## src/rtl/core/nlc_pkg.sv

```systemverilog
// shared types and constants of the newline index line and column lookup
`timescale 1ns / 1ps

package nlc_pkg;

  localparam int unsigned TableEntries = 1024;
  localparam int unsigned OffsetBits   = 20;
  localparam int unsigned PosW         = OffsetBits + 1;
  localparam int unsigned LineW        = 11;
  localparam int unsigned LimitW       = 11;
  localparam int unsigned QueueDepth   = 4;

  localparam logic [1:0] CMD_START = 2'd0;
  localparam logic [1:0] CMD_BYTE  = 2'd1;
  localparam logic [1:0] CMD_END   = 2'd2;
  localparam logic [1:0] CMD_QUERY = 2'd3;

  localparam logic [1:0] ST_OK    = 2'd0;
  localparam logic [1:0] ST_RANGE = 2'd1;
  localparam logic [1:0] ST_OVF   = 2'd2;

  localparam logic [7:0] NewlineChar = 8'h0a;
  localparam logic [LimitW-1:0] LimitReset = LimitW'(16);

  typedef struct packed {
    logic [1:0]            command;
    logic [7:0]            source_byte;
    logic [OffsetBits-1:0] query_offset;
    logic                  query_is_null;
  } in_item_t;

  typedef struct packed {
    logic [LineW-1:0] line_number;
    logic [PosW-1:0]  column_value;
    logic [1:0]       status;
  } out_item_t;

  typedef enum logic [1:0] {
    OP_START,
    OP_BYTE,
    OP_END,
    OP_QUERY
  } op_e;

  // classified command handed from the front to the back
  typedef struct packed {
    op_e                   kind;
    logic                  is_newline;
    logic [OffsetBits-1:0] offset;
    logic                  is_null;
  } op_t;

endpackage

```

## src/rtl/core/nlc_front.sv

```systemverilog
// front end: accepts items, classifies them and queues them for the back end
`timescale 1ns / 1ps

module nlc_front (
  input  logic             clk_i,
  input  logic             rst_ni,
  input  logic             in_valid_i,
  output logic             in_ready_o,
  input  nlc_pkg::in_item_t in_data_i,
  output logic             op_valid_o,
  input  logic             op_ready_i,
  output nlc_pkg::op_t     op_o
);

  localparam int unsigned PtrW = $clog2(nlc_pkg::QueueDepth);
  localparam int unsigned CntW = $clog2(nlc_pkg::QueueDepth + 1);

  nlc_pkg::op_t  queue_q [nlc_pkg::QueueDepth];
  logic [PtrW-1:0] wptr_q, rptr_q;
  logic [CntW-1:0] fill_q;
  nlc_pkg::op_t  op_in;
  logic          push, pop;

  always_comb begin
    unique case (in_data_i.command)
      nlc_pkg::CMD_START: op_in.kind = nlc_pkg::OP_START;
      nlc_pkg::CMD_BYTE:  op_in.kind = nlc_pkg::OP_BYTE;
      nlc_pkg::CMD_END:   op_in.kind = nlc_pkg::OP_END;
      default:            op_in.kind = nlc_pkg::OP_QUERY;
    endcase
    op_in.is_newline = (in_data_i.source_byte == nlc_pkg::NewlineChar);
    op_in.offset     = in_data_i.query_offset;
    op_in.is_null    = in_data_i.query_is_null;
  end

  assign in_ready_o = (fill_q != CntW'(nlc_pkg::QueueDepth));
  assign op_valid_o = (fill_q != '0);
  assign op_o       = queue_q[rptr_q];
  assign push       = in_valid_i && in_ready_o;
  assign pop        = op_valid_o && op_ready_i;

  always_ff @(posedge clk_i) begin
    if (push) begin
      queue_q[wptr_q] <= op_in;
    end
  end

  always_ff @(posedge clk_i or negedge rst_ni) begin
    if (!rst_ni) begin
      wptr_q <= '0;
      rptr_q <= '0;
      fill_q <= '0;
    end else begin
      if (push) begin
        wptr_q <= (wptr_q == PtrW'(nlc_pkg::QueueDepth - 1)) ? '0 : wptr_q + PtrW'(1);
      end
      if (pop) begin
        rptr_q <= (rptr_q == PtrW'(nlc_pkg::QueueDepth - 1)) ? '0 : rptr_q + PtrW'(1);
      end
      if (push && !pop) begin
        fill_q <= fill_q + CntW'(1);
      end else if (pop && !push) begin
        fill_q <= fill_q - CntW'(1);
      end
    end
  end

endmodule

```

## config.mk

```make
export PLATFORM = sky130hd
export DESIGN_NAME = nlc_front
export DESIGN_NICKNAME = d
export VERILOG_FILES = /design/src/rtl/core/nlc_pkg.sv /design/src/rtl/core/nlc_front.sv
export SDC_FILE = /design/constraint.sdc
export NUM_CORES = 1
export LEC_CHECK = 0
export BUFFER_PORTS_ARGS = -buffer_cell sky130_fd_sc_hd__buf_2
export CORE_MARGIN = 8
export CORE_UTILIZATION = 40
export DETAILED_ROUTE_END_ITERATION = 8
export GPL_ROUTABILITY_DRIVEN = 0
export MAX_ROUTING_LAYER = met4
export SYNTH_ARGS = -nofsm -noshare
export SYNTH_HDL_FRONTEND = slang
export SYNTH_SLANG_ARGS = --single-unit
```

## constraint.sdc

```tcl
create_clock -name clk_i -period 1.9 [get_ports clk_i]
set_clock_uncertainty 0.15 [all_clocks]
set_input_delay 0.19 -clock clk_i [delete_from_list [all_inputs] [get_ports clk_i]]
set_output_delay 0.19 -clock clk_i [all_outputs]
set_load 0.03 [all_outputs]
```

---- Word-level counts from Yosys, hierarchy flattened ----
Memory sizes are Yosys's and may differ from the RTL's.
Index checks and enable logic that the tools add are counted.
cells by class
  $mul .................................... 0
  add/subtract/negate cells ............... 4
  div/mod/pow operators ................... 0
  muxes and demuxes ....................... 7
  magnitude comparators ................... 0
  reduce and logical (&&, ||, !) cells .... 9
  shifts and indexed selects .............. 0
  bitwise operators ....................... 0
  equality and inequality tests ........... 6
operator list
  kind                 number
  $eq 8x4->1 const B   1
  $eq 2x2->1 const B   3
  $mux 3               2
  $pmux 2 s3           1
  $add 2x1->2 const B  2
  $logic_and 1x1->1    4
  $mux 2               2
  $add 3x1->3 const B  1
  $ne 3x3->1 const B   1
  $reduce_bool 3->1    1
  $sub 3x1->3 const B  1
  $eq 2x1->1 const B   1
  $logic_not 1->1      2
  $logic_not 2->1      1
  $mux 1               2
  $reduce_bool 2->1    1
word-level totals
  memories kept ........................... 1
  latch bits .............................. 0
  bits in writable memories ............... 96
  word-level logic and storage cells ...... 30
  bits in read-only memories .............. 0
  bits in registers ....................... 7
  output and inout port bits .............. 26
  bits of input ports ..................... 35
memory list
  memory   depth  width  read ports  clocked after Yosys merged registers in  write ports  RTL line         source
  queue_q  4      24     1           0                                        1            nlc_front.sv:18  nlc_pkg::op_t queue_q [nlc_pkg::QueueDepth];

---- Depth between registers and ports, before layout ----
  word-level depth ........................ 6
  depth in mapped cells ................... 8

---- Worst setup path before layout ----
Ideal clock, no wire load.
  path type ............................... register to register
  from .................................... register fill_q[0]
  to ...................................... register fill_q[2]
  setup slack ............................. -0.268 ns
  data arrival time ....................... 1.938 ns
  stages on the path, launching flop included .. 9
  cells stage by stage .................... dfrtp_1 or3_4 nand2_4 ha_1 inv_1 fa_1 xor2_1 nor2_1 xor2_1
between the ends
  longest elaborated chain between the ends .. 5
ends and longest elaborated chain
  what                                         RTL line         source
  from (decl)                                  nlc_front.sv:20  logic [CntW-1:0] fill_q;
  from (signal assigned)                       nlc_front.sv:61  fill_q <= fill_q + CntW'(1);
  from (signal assigned)                       nlc_front.sv:63  fill_q <= fill_q - CntW'(1);
  $reduce_bool 3->1 *                          nlc_front.sv:37  assign op_valid_o = (fill_q != '0);
  named net op_valid_o                         nlc_front.sv:10  output logic op_valid_o,
  $logic_and 1x1->1 *                          nlc_front.sv:40  assign pop = op_valid_o && op_ready_i;
  $logic_not 1->1                              nlc_front.sv:60  if (push && !pop) begin
  $logic_and 1x1->1                            nlc_front.sv:60
  $mux 3 or $reduce_bool 2->1 (tied branches)  --
The timed path passes the listed nets; every way through them passes the cells marked *. The select of a mux whose other input is x is not followed.
A chain may end at the register's enable or synchronous reset.

==> results.sh <==
export IMPL_cts_htree_levels=3
export IMPL_synth_cells=168
export IMPL_core_area_um2=9730
export IMPL_drt_initial_drc_count=93
export IMPL_start_kind="register"
export IMPL_synth_xor_area_share_pct=0.660
export IMPL_maxSlewViolCount=0
export IMPL_period_share_pct=106
export IMPL_violations="negative setup slack"
export IMPL_grt_max_degree=25
export IMPL_synth_compound_area_share_pct=0.283
export IMPL_syn2layout_area_growth_pct=30.9
export IMPL_design_area_um2=5210
export IMPL_rows=36
export IMPL_period_needed_ns=2.01
export IMPL_drive_above_1_share_pct=49.1
export IMPL_timing_hold_ws_ns=0.0383
export IMPL_p_clk_share_pct=15.9
export IMPL_hp_class="in2async"
export IMPL_track_usage_pct=11.4
export IMPL_syn_avg_cell_area_um2=23.7
export IMPL_ys_types=22
export IMPL_outcome="finished, violations left"
export IMPL_worstSkewPairLatency_ns=0.35
export IMPL_dr_pass1_iters=4
export IMPL_antenna_found_initial=0
export IMPL_synthMuxAreaShare_pct=15.5
export IMPL_cts_sinks=103
export IMPL_peakVddDrop_v=0.000762
export IMPL_setup_viol=26
export IMPL_r2r_setup_slack_ns=-0.09
export IMPL_pin_count=61
export IMPL_routed_via_density=4.69
export IMPL_cts_root_buf="clkbuf_8"
export IMPL_p_int_mw=5.31
export IMPL_cap_violations=0
export IMPL_drc=0
export IMPL_crit_path_max_fanout=8
export IMPL_dp_hpwl_mm=4.69
export IMPL_r2r_end="fill_q[2]"
export IMPL_insertedDiodeCount=0
export IMPL_wl_per_cell_um=17.2
export IMPL_end_kind="primary output"
export IMPL_synthesis_nets=210
export IMPL_worst_pin_slew_ns=0.225
export IMPL_start_util_pct=40.9
export IMPL_max_slew_margin_pct=85.0
export IMPL_fmax_mhz=497
export IMPL_final_nets=318
export IMPL_timing_rr_start="fill_q[1]"
export IMPL_pre_cts_ws_ns=-0.0818
export IMPL_fin_ws_ns=-0.110
export IMPL_critical_path_class="reg2out"
export IMPL_reg2regPathDepth=8
export IMPL_netlist_area_um2=3980
export IMPL_grt_pass1_wl_mm=11.1
export IMPL_p_sw_mw=2.79
export IMPL_synth_top_family_by_area="multiplexers"
export IMPL_grt_pass1_vias=2182
export IMPL_cts_reportedPaths_clkPinSlew_ns=0.10
export IMPL_die_h_um=116
export IMPL_ys_ff_latch=103
export IMPL_seqPwrFrac_pct=38.9
export IMPL_yosysSeqAreaShare_pct=76.8
export IMPL_io_buffers=60
export IMPL_place_area_um2=4640
export IMPL_switching_share_pct=34.4
export IMPL_synthAdderAreaFrac_pct=2.39
export IMPL_vias=1941
export IMPL_die_w_um=116
export IMPL_grt_ovfl_total=0
export IMPL_power_leakage_nw=1.87
export IMPL_wl_mm=7.14
export IMPL_postRouteAntennaNets=0
export IMPL_yosysWarnings=0
export IMPL_p_total_mw=8.11
export IMPL_cts_buffer_depth=2
export IMPL_rsz0062_at_grt="true"
export IMPL_finalHoldViolCount=0
export IMPL_power_density_nw_per_um2=1550
export IMPL_cts_buffers=9
export IMPL_synth_simple_area_share_pct=2.23
export IMPL_required_ns=1.56
export IMPL_cts_tree="done"
export IMPL_utilization_pct=53.6
export IMPL_crit_arrival_ns=1.67
export IMPL_combinationalPowerShare_pct=45.2
export IMPL_dieArea_um2=13400
[per-stage QoR]
stage / cells / setup TNS [ns]
2_1_floorplan: 168 / -0.320
3_3_place_gp: 371 / -0.0897
3_5_place_dp: 371 / -0.141
4_1_cts: 415 / -3.25
5_1_grt: 414 / -3.91
6_report: 414 / -2.09
[kinds of logic after synthesis]
group	after synthesis
xor gates and xnor gates	3
buffers and inverters	11
muxes	29
DFF	103
adders and majority gates	7
AOI/OAI and AO/OA	1
and+or+nand+nor	14
[worst max-delay path: stages (launching register included)]
cell and delay [ns]:
dfrtp_2 0.43, buf_6 0.18, mux4_2 0.54, buf_6 0.16
[per-layer routing]
| layer | GRT usage, % | vias up | routed length [um] |
|---|---|---|---|
| met4 | 5.79 | 0 | 133 |
| li1 | - | 901 | - |
| met3 | 2.08 | 11 | 226 |
| met1 | 13.1 | 988 | 3030 |
| met2 | 19.0 | 41 | 3750 |
| met5 | - | - | 0 |
[layout by cell type (no fill, tap or decap), types with 2 or more instances in the layout]
cell           count
dfrtp_1            6
buf_2             36
mux4_2            24
ha_1               5
clkbuf_8           9
buf_12             7
buf_6             26
inv_6              2
inv_8              2
inv_1              2
mux2_2             4
and2_2             4
edfxtp_1          96
buf_4             12
nor2_1             4
clkinv_4           2
dlygate4sd3_1     24
xor2_1             2
[Yosys cell counts, drive strengths merged]
cell type	count	share of area (%)
clkbuf	2	0.19
inv	3	0.28
dfrtp	7	4.4
nor2	5	0.47
nand2	2	0.38
mux4	24	14
edfxtp	96	72
xnor2	1	0.22
or3	1	0.28
xor2	2	0.44
nand4bb	1	0.28
a21boi	1	0.28
and2	4	0.63
fa	1	0.50
buf	6	1.7
mux2	5	1.4
or4	1	0.19
ha	6	1.9
[worst max-delay path by stage]
stage / slack (ns) / startpoint / to / depth (start not counted)
after floorplan: -0.17 / fill_q[1] / fill_q[2] / 8
after global placement: -0.06 / fill_q[1] / fill_q[2] / 8
after detailed placement: -0.08 / fill_q[1] / fill_q[2] / 8
after CTS: -0.18 / rptr_q[0] / op_o[2] / 4
after global routing: -0.18 / rptr_q[0] / op_o[2] / 3
final: -0.11 / rptr_q[0] / op_o[2] / 3
[power groups by stage]
stage	clock (mW)	combinational, mW	sequential [mW]
CTS	1.32	3.79	3.16
detailed placement	0	3.16	3.21
finish	1.29	3.66	3.15
global placement	0	3.13	3.19
floorplan	0	2.17	3.17
global route	1.40	3.90	3.19
[layout make-up]
cell class / count / area, um^2
well taps: 133 / 166
fillers: 767 / 4520
clock buffers: 9 / 124
multi-input cells: 54 / 845
inverters: 3 / 11.3
flip-flops and latches: 103 / 3060
clock inverters: 7 / 65.1
repair buffers: 105 / 943
[state kept, by name (all words and copies together), names as in the netlist]
signal,count
queue_q,96
wptr_q,2
fill_q,3
rptr_q,2
[timing repair]
action,in CTS,in global routing
buffers inserted,4,0
endpoints found under the setup margin,26,26
endpoints found under the hold margin,99,0
pin swaps,2,0
hold buffers,24,0
resized for setup,56,1
No activity file was read; power rests on OpenSTA's default activity.
